## src/hw/rtl/ufm_ram.sv

```systemverilog
module ufm_ram #(
	parameter int WIDTH = 8,
	parameter int DEPTH = 16
) (
	input  logic                     clk,
	input  logic                     wr_en,
	input  logic [$clog2(DEPTH)-1:0] wr_addr,
	input  logic [WIDTH-1:0]         wr_data,
	input  logic                     rd_en,
	input  logic [$clog2(DEPTH)-1:0] rd_addr,
	output logic [WIDTH-1:0]         rd_data
);

	logic [WIDTH-1:0] mem [DEPTH];

	always_ff @(posedge clk) begin
		if (wr_en) begin
			mem[wr_addr] <= wr_data;
		end
	end

	always_ff @(posedge clk) begin
		if (rd_en) begin
			rd_data <= mem[rd_addr];
		end
	end

endmodule

```

## config.mk

```make
export PLATFORM = sky130hd
export DESIGN_NAME = ufm_ram
export DESIGN_NICKNAME = d
export VERILOG_FILES = /design/src/hw/rtl/ufm_ram.sv
export SDC_FILE = /design/constraint.sdc
export NUM_CORES = 1
export LEC_CHECK = 0
export BUFFER_PORTS_ARGS = -buffer_cell sky130_fd_sc_hd__buf_2
export CAP_MARGIN = 20
export CORE_ASPECT_RATIO = 0.8
export CORE_MARGIN = 4
export CORE_UTILIZATION = 45
export DETAILED_ROUTE_END_ITERATION = 10
export PLACE_DENSITY_LB_ADDON = 0.2
export SLEW_MARGIN = 10
export SYNTH_ARGS = -nofsm -noshare
export SYNTH_HDL_FRONTEND = slang
export SYNTH_SLANG_ARGS = --single-unit
```

## constraint.sdc

```tcl
create_clock -name clk -period 2.65 [get_ports clk]
set_clock_uncertainty 0.2 [all_clocks]
set_input_delay 0.53 -clock clk [delete_from_list [all_inputs] [get_ports clk]]
set_output_delay 0.53 -clock clk [all_outputs]
set_load 0.01 [all_outputs]
```

# After elaboration in Yosys (flattened, before gate mapping)
# Memories as Yosys holds them, arrays and structs flattened. A register that Yosys moved wholly into a read port is not among the register bits.
# Cells that the tools add are included.
[word_totals] ff_bits=0 ram_bits=128 in_bits=19 out_inout_bits=8 wordCells=3 memories=1
[mem_list] memory="mem" depth=16 word_bits=8 read_ports=1 rd_ports_with_merged_regs=1 wr=1 line_no="14" rtl="logic [WIDTH-1:0] mem [DEPTH];"
[op_classes] n_mux=2
[op_table] op="1-bit two-way mux" n=2

# Depth between registers and ports, before layout
[depth] ltp_word=2 depth_mapped=5 mapped_depth_nobuf=3

# Least setup slack after synthesis
# No wires, ideal clock.
[synth_path] path_type="input to register" startpoint="input port wr_addr[2]" endpoint="memory mem[0][0], enable pin" setup_time_ns=0.383 arrival_ns=1.640 t_required_ns=2.067 setup_slack_ns=0.427 cell_stages=2 path_buffers=0 cell_sequence="or3b_2 > nor3_1"
[synth_rtl] item="start, declared" line_no="7" rtl="input logic [$clog2(DEPTH)-1:0] wr_addr,"
[synth_rtl] item="end, declared" line_no="14"
# No word-level cell before the write port.

==> impl_results.md <==
* Outcome: completed
* PwrDens at 782 nW/um^2
* Port Buffers at 26
* First-iteration detailed-routing DRC count at 268
* Leak Pwr at 2.09 nW
* Crit path buf inv count at 2
* Hold-fix buffers, CTS at 0
* Syn_area_per_cell at 22.8 sq um
* Die height at 104 um
* Worst Path Max Fanout at 18
* Multi-input logic area at 1060 sq um
* Crit. End Element: flip-flop
* Most numerous cell in the Yosys netlist: edfxtp_1
* Ys async rst share at 0%
* Post-layout minimum cycle time at 1.88 ns
* Post-synth EDFFs at 136
* ANT cells at 0
* Initial antenna violation count at 0
* CP Cell Sequence: buf_2, buf_12, mux4_1, a22oi_1, nand2_1
* Post-CTS Setup Bufs at 0
* Post-Synthesis Cells at 229
* First-pass GRT wire length at 15.2 mm
* Vias at 2453
* Nets at 302
* Worst-Skew Late Latency at 0.40 ns
* Wire per inst at 23.2 um
* Vias in the first global route at 2464
* Worst Setup Path Type: input port to flip-flop
* Fill cells at 842
* Clk buf depth at 2
* Synth warnings at 0
* Pins Over Slew Limit at 0
* Largest area contributor in the netlist: edfxtp_1
* Total of max-cap violations at 0
* Antenna-violating nets left at 0
* Starting utilization of the core area at 47.1%
* Share of the synthesized area in the top cell type at 78.1%
* # IOs at 27
* Core Region at 11100 sq um
* H-tree level count at 4
* Total CTS buffers at 17
* Clk pin slew, worst setup/hold paths at 0.06 ns
* Synth Flop Type: edfxtp_1
* Max VDD drop at 0.849 mV
* Setup_tns at 0 ns
* Syn nets at 248
* Post-CTS Resized at 0
* Post-synth top cells: 136 x edfxtp_1, 18 x mux4_2, 16 x a22oi_1
* Post-synthesis sequential area ratio at 78.1%
* CP delay by family, top: multiplexers
* RSZ-0062 raised after global routing: no
* Congestion Overflow GR at 0
* Critical path data required time at 2.59 ns
* Area delta synth->final at 18.2%
* # rows at 34
* Tightest Pin Transition at 0.690 ns
* Synth Cell Area at 5230 sq um
* Worst hold slack at 0.277 ns
* Hold Vio Cnt, Final at 0
* Final period utilization at 71.1%
* Routability cong. at 0.734
* Critical-path top delay cell: mux4_1
* Peak Freq at 531 MHz
* Chip Width at 129 um
* Post-DP HPWL at 6.41 mm
* Vias per cell at 5.58
* Root Buffer: clkbuf_16
* Hold Crit Class: input port to flip-flop
* GR Util All Layers at 16.2%
* Largest stage delay on the critical path at 0.59 ns
* Worst Path Arrival at 1.83 ns
* Synth Register Bits at 136
* Slew HR at 53.9%
* Clk sink count at 136
* Share of layout cells above drive strength 1 at 30.1%
* Synth area leaders: edfxtp_1 78%, mux4_2 7.8%, mux4_1 7.0%
* Total detailed-routing wirelength at 10.2 mm
* FF/Latch Area at 4080 sq um
* Largest net degree at the start of global routing at 33
* First-pass iteration count of the detailed router at 4
* Die area at 13400 sq um
* # setup viols final at 0
* # DRC at 0
* Final Util at 55.6%
* CP Launch Type: input port
* Yosys cell types at 18
* CTS tree: done
[metrics by stage]
step / cells / instance area [sq um] / power (W) / worst slack (ns)
2_1_floorplan: 229 / 5230 / 0.00261 / 0.427
3_3_place_gp: 408 / 5630 / 0.00271 / 0.336
3_5_place_dp: 408 / 5630 / 0.00272 / 0.314
4_1_cts: 440 / 6180 / 0.00487 / 0.740
5_1_grt: 440 / 6180 / 0.00501 / 0.700
6_report: 440 / 6180 / 0.00483 / 0.767
[placed cells by master, fill, tap and decap left out]
cell        count
a22oi_1        16
and2_1          1
and2b_1         1
buf_12          3
buf_2          26
buf_4          16
bufinv_16       2
clkbuf_1        4
clkbuf_16      17
clkinv_1        3
clkinv_2        4
clkinvlp_4      2
edfxtp_1      136
mux4_1         14
mux4_2         18
nand2_1         9
nand2b_1        2
nand3_1         1
nand3b_1        2
nor2_1         13
nor2b_1         1
nor3_1          4
or3b_2          1
[worst register-to-register path, stage by stage, from the launching register on]
cell and delay [ns]:
edfxtp_1 0.35, mux4_1 0.52, a22oi_1 0.28, nand2_1 0.09
[layout make-up]
| class | count | share of cell area [%] |
|---|---|---|
| clock buffers | 21 | 7.13 |
| clock inverters | 11 | 1.72 |
| multi-input cells | 83 | 17.1 |
| flip-flops and latches | 136 | 66.1 |
| well taps | 144 | 2.92 |
| repair buffers | 45 | 5.02 |
[routing by layer]
| layer | share of wire [%] | wire, um | up-vias | track usage (%) |
|---|---|---|---|---|
| met1 | 47 | 4770 | 1293 | 24.9 |
| met5 | 0 | 0 | - | 0 |
| li1 | - | - | 1088 | - |
| met4 | 1.1 | 111 | 0 | 4.72 |
| met3 | 6.9 | 701 | 11 | 4.83 |
| met2 | 45 | 4620 | 61 | 22.5 |
[worst paths after layout]
check	slack [ns]	endpoint	start	cells past startpoint
min reg2reg	0.58	rd_data[6]	mem[11][6]	3
min	0.28	rd_data[5]	rd_en	1
max reg2reg	0.94	rd_data[2]	mem[9][2]	3
max	0.77	rd_data[2]	rd_addr[0]	5
[state kept, by name, indices dropped and copies added (netlist names)]
| name | flops |
|---|---|
| rd_data | 8 |
| mem | 128 |
[power breakdown]
part           internal (W)  switching [W]
combinational     0.0000973       0.000138
sequential          0.00243      0.0000111
clock               0.00136       0.000792
total               0.00389       0.000941
[cell families after synthesis]
kind of cell,count (synthesis),synth area share [%]
AO/OA/AOI/OAI,16,2.30
buffers and inverters,10,1.65
flip-flops,136,78.1
multiplexers,32,14.8
AND/OR/NAND/NOR,35,3.14
No activity file was read; power rests on OpenSTA's default activity.
