--- src/hw/rtl/ufm_pkg.sv ---
package ufm_pkg;

	localparam int NODES       = 1024;
	localparam int NODE_W      = $clog2(NODES);
	localparam int SIZE_W      = $clog2(NODES + 1);
	localparam int PROD_W      = 19;
	localparam int TOTAL_W     = 20;
	localparam int OUT_TOTAL_W = 19;

	localparam int IN_TDATA_W  = ((2 * NODE_W + 7) / 8) * 8;
	localparam int OUT_FIELD_W = 1 + PROD_W + OUT_TOTAL_W;
	localparam int OUT_TDATA_W = ((OUT_FIELD_W + 7) / 8) * 8;

	localparam logic [NODE_W:0]   NODE_LIM  = (NODE_W + 1)'(NODES);
	localparam logic [NODE_W-1:0] CLR_LAST  = NODE_W'(NODES - 1);

	typedef enum logic [2:0] {
		ST_CLEAR,
		ST_IDLE,
		ST_WALK,
		ST_COMP,
		ST_SZA,
		ST_SZB,
		ST_DONE
	} seq_state_t;

	// write request to the parent table
	typedef struct packed {
		logic              en;
		logic [NODE_W-1:0] addr;
		logic [NODE_W-1:0] data;
	} par_wr_t;

	// write request to the size table
	typedef struct packed {
		logic              en;
		logic [NODE_W-1:0] addr;
		logic [SIZE_W-1:0] data;
	} size_wr_t;

	// finished lookup handed to the product / total stage
	typedef struct packed {
		logic              vld;
		logic              merged;
		logic              count;
		logic [SIZE_W-1:0] size_a;
		logic [SIZE_W-1:0] size_b;
	} seq_req_t;

endpackage

--- src/hw/rtl/ufm_acc.sv ---
module ufm_acc (
	input  logic                            clk,
	input  logic                            arst_n,
	input  ufm_pkg::seq_req_t               req,
	output logic                            req_rdy,
	output logic                            out_valid,
	input  logic                            out_ready,
	output logic                            out_merged,
	output logic [ufm_pkg::PROD_W-1:0]      out_product,
	output logic [ufm_pkg::OUT_TOTAL_W-1:0] out_total
);

	import ufm_pkg::*;

	logic                  v_s1;
	logic                  merged_s1, count_s1;
	logic [PROD_W-1:0]     prod_s1;
	logic [2*SIZE_W-1:0]   mul_full;
	logic [TOTAL_W-1:0]    total_q, total_next;
	logic                  drain;

	assign req_rdy    = !v_s1;
	assign mul_full   = (2*SIZE_W)'(req.size_a) * (2*SIZE_W)'(req.size_b);
	assign drain      = v_s1 && (!out_valid || out_ready);
	assign total_next = total_q + ((count_s1 && merged_s1) ? TOTAL_W'(prod_s1) : '0);

	always_ff @(posedge clk or negedge arst_n) begin
		if (!arst_n) begin
			v_s1      <= 1'b0;
			out_valid <= 1'b0;
			total_q   <= '0;
		end else begin
			if (req.vld && req_rdy) begin
				v_s1 <= 1'b1;
			end else if (drain) begin
				v_s1 <= 1'b0;
			end
			if (drain) begin
				out_valid <= 1'b1;
				total_q   <= total_next;
			end else if (out_ready) begin
				out_valid <= 1'b0;
			end
		end
	end

	always_ff @(posedge clk) begin
		if (req.vld && req_rdy) begin
			merged_s1 <= req.merged;
			count_s1  <= req.count;
			prod_s1   <= req.merged ? PROD_W'(mul_full) : '0;
		end
		if (drain) begin
			out_merged  <= merged_s1;
			out_product <= prod_s1;
			out_total   <= OUT_TOTAL_W'(total_next);
		end
	end

	a_total_moves_on_drain: assert property (@(posedge clk) disable iff (!arst_n)
		!drain |=> $stable(total_q))
		else $error("running total changed without a finished item");

	a_out_hold: assert property (@(posedge clk) disable iff (!arst_n)
		(out_valid && !out_ready) |=> (out_valid && $stable(out_merged)
			&& $stable(out_product) && $stable(out_total)))
		else $error("result changed while waiting for transfer");

	a_no_merge_zero_product: assert property (@(posedge clk) disable iff (!arst_n)
		(req.vld && req_rdy && !req.merged) |=> (v_s1 && prod_s1 == '0))
		else $error("nonzero product for an item without merge");

endmodule

--- config.mk ---
export PLATFORM = sky130hd
export DESIGN_NAME = ufm_acc
export DESIGN_NICKNAME = d
export VERILOG_FILES = /design/src/hw/rtl/ufm_pkg.sv /design/src/hw/rtl/ufm_acc.sv
export SDC_FILE = /design/constraint.sdc
export NUM_CORES = 1
export LEC_CHECK = 0
export BUFFER_PORTS_ARGS = -buffer_cell sky130_fd_sc_hd__buf_2
export CAP_MARGIN = 20
export CORE_UTILIZATION = 35
export DETAILED_ROUTE_END_ITERATION = 12
export HOLD_SLACK_MARGIN = 0.03
export PLACE_DENSITY = 0.63
export SYNTH_ARGS = -nofsm -noshare
export SYNTH_HDL_FRONTEND = slang
export SYNTH_SLANG_ARGS = --single-unit
--- constraint.sdc ---
create_clock -name clk -period 3.45 [get_ports clk]
set_input_delay 0.5175 -clock clk [delete_from_list [all_inputs] [get_ports clk]]
set_output_delay 0.5175 -clock clk [all_outputs]
set_load 0.1 [all_outputs]
; Word level (Yosys, flattened, before mapping)
; Index checks and enable logic that the tools add are counted.
[classes]
n_mux = 5
reduce_logical = 8
add_sub_neg = 1
mul = 1
[op_table]
columns = cell, count
row1 = $add 20x19->20, 1
row2 = $mul 11x11->19, 1
row3 = $mux 19, 1
row4 = $mux 1, 4
row5 = $reduce_bool 2->1, 2
row6 = $logic_and 1x1->1, 3
row7 = $logic_not 1->1, 2
row8 = $logic_or 1x1->1, 1
[totals]
wordCells = 24
output_inout_bits = 41
ff_bits = 82
inputBits = 28

; Longest topological paths before layout
; Gate-level depths: netlist of run 1.
[depth]
ltp_word = 5
depth_mapped = 20
depth_no_buf = 18

; Worst setup path before layout of run 1
; Ideal clock, no wire load.
[synth_timing]
path_type = input -> register
startpoint = in req[2] in the netlist's numbering
endpoint = reg prod_s1[18], data pin
slack_ns = -1.679
cell_stages = 17
setup_time_ns = 0.147
t_arrival_ns = 4.983
t_required_ns = 3.303
path_buffers = 1
cell_sequence = clkbuf_1 > nand2_1 > fa_1 > fa_1 > fa_1 > inv_1 > fa_1 > inv_1 > fa_1 > inv_1 > ha_1 > and3_1 > and3_1 > a21oi_1 > a21oi_1 > a2111oi_0 > o21bai_1
[synth_via]
elab_chain_cells = 1
[synth_rtl]
columns = element, line_no
row1 = "start, declared", ufm_acc.sv:4  ; input ufm_pkg::seq_req_t req,
row2 = $mul 11x11->19, ufm_acc.sv:23  ; assign mul_full = (2*SIZE_W)'(req.size_a) * (2*SIZE_W)'(req.size_b);
row3 = "end signal, assigned", ufm_acc.sv:51  ; prod_s1 <= req.merged ? PROD_W'(mul_full) : '0;
row4 = "end, declared", ufm_acc.sv:17  ; logic [PROD_W-1:0] prod_s1;
; Every way passes these cells.
; A chain may end at the register's enable or synchronous reset.

; Worst setup path in the final report of run 1
[layout_timing]
startpoint = in req[7] in the netlist's numbering
endpoint = reg prod_s1[14], data pin
; Same word-level chain as after synthesis.

==> impl_metrics.sql, run 1 <==
INSERT INTO impl_metrics (metric_group, metric, value, unit) VALUES
('clock_tree', 'number_of_clock_sinks', '81', ''),
('clock_tree', 'root_buffer', 'sky130_fd_sc_hd__clkbuf_16', ''),
('routing', 'drt-total-wl', '16430', 'um'),
('clock_tree', 'cts-root-to-sink-buffers', '2', ''),
('clock_tree', 'cts_hold_repair.buffers', '0', ''),
('yosys', 'synth-seq-area-share', '30.61', '%'),
('setup_path', 'largest_fanout_of_any_net_on_the_critical_path', '6', ''),
('yosys', 'syn_inst', '770', ''),
('global_routing', 'overflow', '0', ''),
('final_layout', 'layout_common_cells', 'sky130_fd_sc_hd__inv_1, sky130_fd_sc_hd__buf_4, sky130_fd_sc_hd__fa_1', ''),
('worst_hold_path', 'worst_hold_path_type', 'in2async', ''),
('final_layout', 'syn2layout_area_growth', '31.70', '%'),
('clock_tree', 'path_clk_slew', '0.06', 'ns'),
('timing', 'max_clock_freq', '0.2208', 'GHz'),
('setup_path', 'critical_path.startpoint_type', 'input pin', ''),
('clock_tree', 'tritoncts_clock_tree', 'built', ''),
('routing', 'antenna_violating_nets_post_route', '0', ''),
('yosys', 'synth_nets', '941', ''),
('yosys', 'edff_count_synth', '60', ''),
('place', 'dp_hpwl', '13290', 'um'),
('setup_path', 'worst_ep_required_time', '3.52', 'ns'),
('final_layout', 'fraction_of_layout_instances_using_a_drive_strength_above_1', '33.41', '%'),
('place', 'final_weighted_congestion_of_routability_driven_global_placement', '0.8315', ''),
('final_layout', 'most_common_cell_after_layout_fill_and_taps_aside', 'sky130_fd_sc_hd__inv_1', ''),
('timing', 'fin_worst_skew', '0.009370', 'ns'),
('outcome', 'outcome', 'complete, but fails checks', ''),
('timing', 'pin_slew_with_the_least_headroom_to_its_limit', '1.007', 'ns'),
('setup_path', 'cp.arrival', '4.60', 'ns'),
('clock_tree', 'worstSkewPairLatency', '0.34', 'ns'),
('timing', 'finalCriticalPeriod', '4.529', 'ns'),
('outcome', 'failed_checks', 'setup timing', ''),
('global_routing', 'grtUsageTotal', '15.58', '%'),
('flow_run', 'max_cap_viol_count', '0', ''),
('global_routing', 'grt_pass1_wl', '27680', 'um'),
('yosys', 'avgSynthCellArea', '9.873', 'sq um'),
('yosys', 'synth-main-ff-cell', 'sky130_fd_sc_hd__edfxtp_1', ''),
('global_routing', 'use_met2', '27.50', '%'),
('yosys', 'post_synth_instance_area', '0.007602', 'sq mm'),
('timing', 'finalCritPeriodShare', '131.3', '%'),
('final_layout', 'insertedDiodeCount', '0', ''),
('routing', 'drt_pass1_iterations', '4', ''),
('floorplan', 'die_y', '149.4', 'um'),
('routing', 'drc', '0', ''),
('global_routing', 'layer_carrying_the_most_global_route_usage', 'met2', ''),
('timing', 'finalMaxSlewViolations', '0', ''),
('global_routing', 'grt_antenna_before_repair', '0', ''),
('routing', 'detailroute.via_count', '5659', ''),
('routing', 'starting_drc_count_in_detailed_routing', '171', ''),
('yosys', 'ys_async_sr_fraction', '25.93', '%'),
('floorplan', 'initial_utilization', '35.94', '%'),
('setup_path', 'worstRegToRegCells', '9', ''),
('place', 'placed_cell_area', '0.009011', 'sq mm'),
('yosys', 'synth_cell_types', '54', ''),
('place', 'port_buffers', '68', ''),
('global_routing', 'grt_max_degree', '41', ''),
('routing', 'wl_per_cell', '13.65', 'um'),
('global_routing', 'first_global_vias', '5762', ''),
('floorplan', 'floorplan.rows', '53', ''),
('timing', 'timing_hold_violations_final', '0', ''),
('setup_path', 'crit_path_end_kind', 'flip-flop', ''),
('setup_path', 'cp_class', 'in2reg', ''),
('clock_tree', 'cts_made_buffers', '9', ''),
('global_routing', 'use_met3', '2.018', '%'),
('final_layout', 'cell_area_after_layout', '0.01001', 'sq mm'),
('floorplan', 'core_region_area', '0.02115', 'sq mm'),
('final_layout', 'finalNetCount', '1094', ''),
('global_routing', 'global_route.usage.met1', '20.21', '%'),
('yosys', 'yosys_warnings', '0', ''),
('yosys', 'synth_seq_cells', '81', ''),
('clock_tree', 'htree_num_levels', '3', ''),
('floorplan', 'io_pins', '69', ''),
('timing', 'fin_ws', '-1.079', 'ns'),
('timing', 'rsz0062_at_grt', 'true', ''),
('routing', 'routed_via_count_divided_by_cell_count', '4.704', ''),
('floorplan', 'area_of_the_die', '0.02231', 'sq mm'),
('timing', 'worst_slew_margin_rel', '32.58', '%'),
('timing', 'setup_viol', '14', ''),
('floorplan', 'die_x_extent', '149.4', 'um');
repair_timing:
item	CTS	global route
endpoints found under the setup margin	14	14
setup buffers	14	6
gates resized for setup	96	39
pin swaps	50	14
cell type report:
cell class / instances / area, sq um
clock buffer: 9 / 225.2
clock inverter: 7 / 118.9
fill: 1946 / 11140
inverter: 126 / 473.0
multi-input combinational: 534 / 5204
sequential: 81 / 2327
tap: 275 / 344.1
timing repair buffer: 171 / 1320
metrics by stage:
step | hold slack, ns | util (%) | cells | worst slack, ns | setup TNS [ns]
2_1_floorplan | 0.2219 | - | 770 | -1.459 | -12.93
3_3_place_gp | 0.4259 | 42.60 | 1168 | -1.547 | -17.30
3_5_place_dp | 0.4318 | 42.60 | 1168 | -1.699 | -17.91
4_1_cts | 0.1799 | 46.55 | 1198 | -1.039 | -10.59
5_1_grt | 0.1902 | 47.33 | 1203 | -1.183 | -12.65
6_report | 0.1636 | 47.33 | 1203 | -1.079 | -10.95
registers in the layout, summed over array words and instances, names as in the netlist:
register     flops
out_product     19
out_total       19
prod_s1         19
total_q         19
count_s1         1
merged_s1        1
out_merged       1
out_valid        1
v_s1             1
worst paths after layout:
path	start	endpoint	slack [ns]
setup reg to reg	count_s1	out_total[16]	0.55
hold / removal	arst_n	total_q[1]	0.16
hold reg to reg	prod_s1[5]	out_product[5]	0.45
max in group asynchronous	arst_n	total_q[15]	2.90
setup / recovery	req[7]	prod_s1[14]	-1.08
min in group clk	req[22]	count_s1	0.36
synthesized netlist by cell type (all sizes together), types with 16 or more instances:
| master | number | area (sq um) |
|---|---|---|
| fa | 79 | 1582 |
| a21oi | 21 | 116.4 |
| o21ai | 20 | 111.4 |
| nor2 | 35 | 131.4 |
| edfxtp | 60 | 1802 |
| dfrtp | 21 | 525.5 |
| nand2 | 79 | 296.5 |
| inv | 126 | 473.0 |
| and3 | 22 | 137.6 |
| ha | 64 | 800.8 |
| xnor2 | 18 | 157.7 |
| clkbuf | 26 | 97.59 |
| and2 | 78 | 488.0 |
| nand3 | 16 | 80.08 |
worst max-delay path: stages:
cell	delay (ns)
sky130_fd_sc_hd__buf_8	0.11
sky130_fd_sc_hd__and2_4	0.15
sky130_fd_sc_hd__fa_1	0.54
sky130_fd_sc_hd__inv_2	0.04
sky130_fd_sc_hd__fa_1	0.44
sky130_fd_sc_hd__inv_2	0.07
sky130_fd_sc_hd__fa_2	0.44
sky130_fd_sc_hd__fa_1	0.50
sky130_fd_sc_hd__inv_2	0.04
sky130_fd_sc_hd__fa_1	0.51
sky130_fd_sc_hd__inv_2	0.05
sky130_fd_sc_hd__ha_4	0.27
sky130_fd_sc_hd__and3_4	0.17
sky130_fd_sc_hd__and3_4	0.19
sky130_fd_sc_hd__a21oi_4	0.07
sky130_fd_sc_hd__a21oi_2	0.17
sky130_fd_sc_hd__buf_4	0.16
sky130_fd_sc_hd__xnor2_2	0.10
sky130_fd_sc_hd__nor2_1	0.05
routing by layer:
metal	vias up	share of wire, %
met1	2730	47
met4	0	1.0
li1	2826	-
met5	-	0
met3	15	2.7
met2	88	50
cells by family after synthesis:
logic type | synth area share [%]
AOI/OAI and AO/OA | 8.476
xor gates and xnor gates | 2.650
adders and majority gates | 31.34
buffers and inverters | 7.752
DFF | 30.61
muxes | 1.810
and+or+nand+nor | 17.36
Power of run 1 is not shown: default switching activity piles up to over one toggle a cycle in this logic, so the estimate is an artifact.
==> run 2: changes to the inputs <==
--- a/config.mk
+++ b/config.mk
@@ -9,2 +9,3 @@
 export CAP_MARGIN = 20
+export CORE_ASPECT_RATIO = 2
 export CORE_UTILIZATION = 35
==> constraint.sdc (replaced) <==
create_clock -name clk -period 3.45 [get_ports clk]
set_input_delay 0.1725 -clock clk [delete_from_list [all_inputs] [get_ports clk]]
set_output_delay 0.1725 -clock clk [all_outputs]
set_load 0.1 [all_outputs]
==> run 2 against run 1 <==
  * The run still ends with setup timing left
  * Global-route usage grew 1.0 points
  * Maximum frequency up 8.6%
  * Register-to-register slack lost 0.15 ns
  * Flip-flop and latch count unchanged
  * Cell count fell by 1.3%
  * Non-clock buffer count fell by 10
  * Wire length up 7.0%
  * Final area decreased by 1.1%
  * Clock skew rose by 0.00081 ns
  * Via count up 2.7%
  * Sequential share of layout area is 0.25 points higher
  * Worst hold slack worse by 0.11 ns
  * Largest cell class unchanged
==> impl_metrics.sql, run 2 (synthesized netlist as in run 1, its figures left out) <==
INSERT INTO impl_metrics (metric_group, metric, value, unit) VALUES
('outcome', 'outcome', 'complete, but fails checks', ''),
('outcome', 'failed_checks', 'setup timing', ''),
('place', 'placement.setup.worst_slack', '-1.287', 'ns'),
('setup_path', 'critical_path.reg2reg.endpoint', 'total_q[17]', ''),
('timing', 'finalMaxSlewViolations', '0', ''),
('setup_path', 'setup.worst_path.start', 'req[10]', ''),
('global_routing', 'layer_carrying_the_most_global_route_usage', 'met2', ''),
('global_routing', 'grt_antenna_before_repair', '0', ''),
('setup_path', 'worstRegToRegCells', '9', ''),
('clock_tree', 'root_buffer', 'sky130_fd_sc_hd__clkbuf_16', ''),
('clock_tree', 'htree_num_levels', '3', ''),
('timing', 'pin_slew_with_the_least_headroom_to_its_limit', '0.5731', 'ns'),
('final_layout', 'syn2layout_area_growth', '30.28', '%'),
('setup_path', 'worst_r2r_startpoint', 'count_s1', ''),
('floorplan', 'initial_utilization', '36.01', '%'),
('global_routing', 'global_route.usage.met1', '14.76', '%'),
('routing', 'detailroute.via_count', '5809', ''),
('global_routing', 'grtUsageTotal', '16.60', '%'),
('timing', 'finalCritPeriodShare', '120.8', '%'),
('final_layout', 'layout_common_cells', 'sky130_fd_sc_hd__inv_1, sky130_fd_sc_hd__buf_4, sky130_fd_sc_hd__fa_1', ''),
('routing', 'drt_pass1_iterations', '4', ''),
('timing', 'setup_viol', '12', ''),
('floorplan', 'core_region_area', '0.02111', 'sq mm'),
('timing', 'worst_slew_margin_rel', '61.79', '%'),
('global_routing', 'overflow', '0', ''),
('final_layout', 'fillCellCount', '2019', ''),
('clock_tree', 'cts-root-to-sink-buffers', '2', ''),
('global_routing', 'use_met2', '35.02', '%'),
('clock_tree', 'tritoncts_clock_tree', 'built', ''),
('floorplan', 'floorplan.rows', '75', ''),
('global_routing', 'use_met3', '1.391', '%'),
('timing', 'fin_ws', '-0.7186', 'ns'),
('timing', 'finalCriticalPeriod', '4.169', 'ns'),
('final_layout', 'finalNetCount', '1084', ''),
('setup_path', 'cp-endpoint', 'prod_s1[18]', ''),
('final_layout', 'most_common_cell_after_layout_fill_and_taps_aside', 'sky130_fd_sc_hd__inv_1', ''),
('place', 'dp_hpwl', '14650', 'um'),
('clock_tree', 'worstSkewPairLatency', '0.34', 'ns'),
('routing', 'drt-total-wl', '17580', 'um'),
('setup_path', 'regToRegSetupSlack', '0.40', 'ns'),
('floorplan', 'die_x_extent', '106.2', 'um'),
('setup_path', 'crit_path_end_kind', 'flip-flop', ''),
('floorplan', 'area_of_the_die', '0.02235', 'sq mm'),
('setup_path', 'worst_ep_required_time', '3.64', 'ns'),
('setup_path', 'critical_path.startpoint_type', 'input pin', ''),
('global_routing', 'grt_max_degree', '32', ''),
('routing', 'antenna_violating_nets_post_route', '0', ''),
('clock_tree', 'path_clk_slew', '0.07', 'ns'),
('worst_hold_path', 'worst_hold_path_type', 'in2reg', ''),
('global_routing', 'first_global_vias', '6248', ''),
('global_routing', 'grt_pass1_wl', '29100', 'um'),
('final_layout', 'fraction_of_layout_instances_using_a_drive_strength_above_1', '30.61', '%'),
('floorplan', 'die_y', '210.4', 'um'),
('setup_path', 'cp.arrival', '4.36', 'ns'),
('routing', 'drc', '0', ''),
('place', 'port_buffers', '68', ''),
('flow_run', 'max_cap_viol_count', '0', ''),
('timing', 'rsz0062_at_grt', 'true', ''),
('routing', 'starting_drc_count_in_detailed_routing', '159', ''),
('setup_path', 'largest_fanout_of_any_net_on_the_critical_path', '6', ''),
('setup_path', 'cp_class', 'in2reg', ''),
('clock_tree', 'number_of_clock_sinks', '81', ''),
('routing', 'routed_via_count_divided_by_cell_count', '4.894', ''),
('routing', 'wl_per_cell', '14.81', 'um'),
('clock_tree', 'cts_made_buffers', '9', ''),
('final_layout', 'insertedDiodeCount', '0', ''),
('timing', 'max_clock_freq', '0.2399', 'GHz'),
('timing', 'timing_hold_violations_final', '0', ''),
('timing', 'fin_worst_skew', '0.01018', 'ns'),
('floorplan', 'io_pins', '69', ''),
('place', 'final_weighted_congestion_of_routability_driven_global_placement', '0.8611', '');
-- run 2: cell count changes in the layout (fill, tap and decap cells not counted), sizes merged --
cell         before  now
inv             126  133
buf             171  158
clkinvlp          1    0
dlygate4sd3       0    2
bufinv            3    0
clkinv            3    0
clkbuf            9   10
-- run 2: worst min path at each step --
stage,cells after the start,endpoint,slack (ns),startpoint
global placement,1,total_q[1],0.21,arst_n
finish,3,v_s1,0.05,req[24]
global route,3,v_s1,0.08,req[24]
detailed placement,1,total_q[1],0.22,arst_n
floorplan,0,out_valid,-0.12,arst_n
CTS,3,v_s1,0.05,req[24]
-- run 2: repair_timing --
action,CTS,global route
gates cloned,0,1
resized for setup,81,36
pin swaps,37,13
hold buffers,2,0
endpoints found under the hold margin,22,0
endpoints found under the setup margin,12,12
setup buffers,7,5
-- run 2: through the flow --
stage / instances / utilization [%] / hold WS, ns / TNS, ns / cell area [sq um]
floorplan: 770 / - / -0.1231 / -8.461 / 8024
global placement: 1155 / 42.55 / 0.2096 / -12.54 / 8985
detailed placement: 1155 / 42.55 / 0.2154 / -13.17 / 8985
CTS: 1180 / 45.87 / 0.04944 / -6.116 / 9686
global route: 1187 / 46.91 / 0.08322 / -7.875 / 9905
finish: 1187 / 46.91 / 0.05464 / -6.173 / 9905
-- run 2: routing by layer --
| layer | up-vias | part of all wire, % | routed length, um |
|---|---|---|---|
| met2 | 113 | 61 | 10760 |
| li1 | 2793 | - | - |
| met4 | 0 | 4.2 | 731 |
| met5 | - | 0 | 0 |
| met1 | 2864 | 33 | 5753 |
| met3 | 39 | 1.9 | 336 |
-- run 2: final cells by class --
class	instances	area (sq um)	area share, %
clock buffer	9	225.2	2.274
clock inverter	7	66.31	0.6695
inverter	126	473.0	4.775
multi-input combinational	534	5162	52.12
sequential	81	2327	23.50
tap	269	336.6	3.398
timing repair buffer	161	1314	13.26
-- run 2: worst max-delay path: stages --
cell and delay [ns]:
sky130_fd_sc_hd__buf_12 0.11, sky130_fd_sc_hd__and2_4 0.15, sky130_fd_sc_hd__fa_1 0.56, sky130_fd_sc_hd__fa_1 0.45
sky130_fd_sc_hd__fa_1 0.50, sky130_fd_sc_hd__fa_1 0.49, sky130_fd_sc_hd__inv_1 0.05, sky130_fd_sc_hd__fa_1 0.49
sky130_fd_sc_hd__inv_2 0.05, sky130_fd_sc_hd__ha_4 0.26, sky130_fd_sc_hd__and3_4 0.17, sky130_fd_sc_hd__and3_4 0.17
sky130_fd_sc_hd__a21oi_4 0.21, sky130_fd_sc_hd__a21oi_4 0.09, sky130_fd_sc_hd__a2111oi_2 0.30, sky130_fd_sc_hd__o21bai_1 0.15
Power of run 2 is left out for the same reason.
==> run 3: changes to the inputs <==
CORE_MARGIN = 10   (was unset)
CORE_UTILIZATION = 55   (was 35)
PLACE_DENSITY = 0.86   (was 0.63)
SKIP_CTS_REPAIR_TIMING = 1   (was unset)
==> run 3 against run 2 <==
  * The run still ends with setup timing left
  * Die area down 14%
  * Core utilization up 26 points
  * Worst hold slack better by 0.011 ns
  * Flip-flop and latch count unchanged
  * First-iteration DRC count up 140%
  * Setup slack worse by 0.099 ns
  * Via count is 5.3% higher
  * Global-route usage up 2.1 points
  * Wire length is 10% higher
  * Clock skew shrank 0.0031 ns
  * Non-clock buffer count shrank 6
  * Critical path depth increased by 2
  * Critical path type unchanged
  * Critical endpoint is now prod_s1[14]
  * Largest cell class unchanged
==> impl_metrics.sql, run 3 (synthesized netlist as in run 1, its figures left out) <==
INSERT INTO impl_metrics (metric_group, metric, value, unit) VALUES
('routing', 'antenna_violating_nets_post_route', '0', ''),
('clock_tree', 'root_buffer', 'sky130_fd_sc_hd__clkbuf_16', ''),
('final_layout', 'fraction_of_layout_instances_using_a_drive_strength_above_1', '32.35', '%'),
('setup_path', 'critical_path.most_common_cell', 'sky130_fd_sc_hd__fa_1', ''),
('global_routing', 'overflow', '0', ''),
('setup_path', 'regToRegSetupSlack', '0.46', 'ns'),
('setup_path', 'largest_fanout_of_any_net_on_the_critical_path', '7', ''),
('routing', 'detailroute.via_count', '6115', ''),
('setup_path', 'critPathMaxStageDelay', '0.55', 'ns'),
('timing', 'fin_tns_setup', '-7.383', 'ns'),
('routing', 'met2_routed_length', '11510', 'um'),
('final_layout', 'finalNetCount', '1078', ''),
('clock_tree', 'cts-root-to-sink-buffers', '2', ''),
('floorplan', 'io_pins', '69', ''),
('timing', 'hold-worst-slack', '0.06557', 'ns'),
('routing', 'met3_length', '649', 'um'),
('routing', 'drt_pass1_iterations', '5', ''),
('outcome', 'failed_checks', 'setup timing', ''),
('timing', 'fin_ws', '-0.8178', 'ns'),
('routing', 'starting_drc_count_in_detailed_routing', '379', ''),
('setup_path', 'critical_path.startpoint_type', 'input pin', ''),
('global_routing', 'grtUsageTotal', '18.74', '%'),
('timing', 'setup_viol', '12', ''),
('final_layout', 'layout_common_cells', 'sky130_fd_sc_hd__inv_1, sky130_fd_sc_hd__buf_4, sky130_fd_sc_hd__fa_1', ''),
('clock_tree', 'path_clk_slew', '0.06', 'ns'),
('global_routing', 'grt_max_degree', '52', ''),
('floorplan', 'core_region_area', '0.01351', 'sq mm'),
('routing', 'routed_via_count_divided_by_cell_count', '5.731', ''),
('setup_path', 'cp_class', 'in2reg', ''),
('place', 'port_buffers', '68', ''),
('place', 'final_weighted_congestion_of_routability_driven_global_placement', '0.8682', ''),
('place', 'dp_hpwl', '14450', 'um'),
('global_routing', 'grt_pass1_wl', '28600', 'um'),
('floorplan', 'initial_utilization', '56.26', '%'),
('final_layout', 'syn2layout_area_growth', '29.41', '%'),
('clock_tree', 'number_of_clock_sinks', '81', ''),
('setup_path', 'crit_path_end_kind', 'flip-flop', ''),
('setup_path', 'critical_path.slowest_cell', 'sky130_fd_sc_hd__fa_1', ''),
('clock_tree', 'tritoncts_clock_tree', 'built', ''),
('timing', 'finalCritPeriodShare', '123.7', '%'),
('routing', 'drt-total-wl', '19390', 'um'),
('setup_path', 'cp.arrival', '4.34', 'ns'),
('timing', 'finalMaxSlewViolations', '0', ''),
('timing', 'fin_worst_skew', '0.007111', 'ns'),
('routing', 'wl_per_cell', '18.18', 'um'),
('timing', 'rsz0062_at_grt', 'true', ''),
('timing', 'worst_slew_margin_rel', '30.82', '%'),
('flow_run', 'max_cap_viol_count', '0', ''),
('global_routing', 'grt_antenna_before_repair', '0', ''),
('floorplan', 'die_y', '186.3', 'um'),
('setup_path', 'critical_path.cell_chain', 'buf_12, nand2_4, fa_1, inv_2, fa_1, fa_1, fa_1, inv_1, fa_1, inv_2, ha_4, and3_4, and3_4, a21oi_4, a21oi_2, buf_4, xnor2_2, nor2_1', ''),
('global_routing', 'first_global_vias', '6423', ''),
('routing', 'm1WireLength', '6388', 'um'),
('timing', 'max_clock_freq', '0.2343', 'GHz'),
('timing', 'finalCriticalPeriod', '4.268', 'ns'),
('clock_tree', 'htree_num_levels', '3', ''),
('outcome', 'outcome', 'complete, but fails checks', ''),
('floorplan', 'area_of_the_die', '0.01921', 'sq mm'),
('routing', 'drc', '0', ''),
('routing', 'top_layer_used', 'met4', ''),
('timing', 'timing_hold_violations_final', '0', ''),
('floorplan', 'die_x_extent', '103.1', 'um'),
('final_layout', 'most_common_cell_after_layout_fill_and_taps_aside', 'sky130_fd_sc_hd__inv_1', ''),
('worst_hold_path', 'worst_hold_path_type', 'in2reg', ''),
('timing', 'pin_slew_with_the_least_headroom_to_its_limit', '1.033', 'ns'),
('setup_path', 'worst_ep_required_time', '3.52', 'ns'),
('clock_tree', 'worstSkewPairLatency', '0.34', 'ns'),
('clock_tree', 'cts_made_buffers', '9', ''),
('final_layout', 'final_core_area_utilization', '72.81', '%'),
('floorplan', 'floorplan.rows', '60', ''),
('final_layout', 'insertedDiodeCount', '0', '');
## run 3: stage by stage
| step | setup slack, ns | instance area (sq um) | std cells |
|---|---|---|---|
| 2_1_floorplan | -1.114 | 8024 | 770 |
| 3_3_place_gp | -1.207 | 8782 | 1038 |
| 3_5_place_dp | -1.363 | 8782 | 1038 |
| 4_1_cts | -1.007 | 9096 | 1054 |
| 5_1_grt | -0.9488 | 9838 | 1067 |
| 6_report | -0.8178 | 9838 | 1067 |
## run 3: metal layers
metal | vias to the layer above | track usage (%)
met4 | 0 | 9.905
met5 | - | 0
met3 | 74 | 2.255
li1 | 2793 | -
met2 | 204 | 37.75
met1 | 3044 | 16.96
## run 3: layout make-up
type                            count  area [sq um]
Clock inverter                      4         77.57
Fill cell                         857          3675
Tap cell                          155         193.9
Inverter                          126         473.0
Clock buffer                       12         236.5
Multi-Input combinational cell    534          5259
Timing Repair Buffer              155          1271
Sequential cell                    81          2327
## run 3: worst paths after layout
kind,start,end,cells after the start
setup / recovery,req[4],prod_s1[14],18
hold / removal,req[24],v_s1,3
setup reg to reg,count_s1,out_total[16],9
hold reg to reg,prod_s1[2],out_product[2],0
max in group asynchronous,arst_n,total_q[14],2
min in group asynchronous,arst_n,total_q[2],2
## run 3: critical path: cells and delay by family
kind,cells,cell delay (ns)
buf+inv,5,0.43
fa+ha+maj,6,2.88
xor+xnor,1,0.10
compound gates,2,0.25
simple gates,4,0.49
Power of run 3 is left out for the same reason.
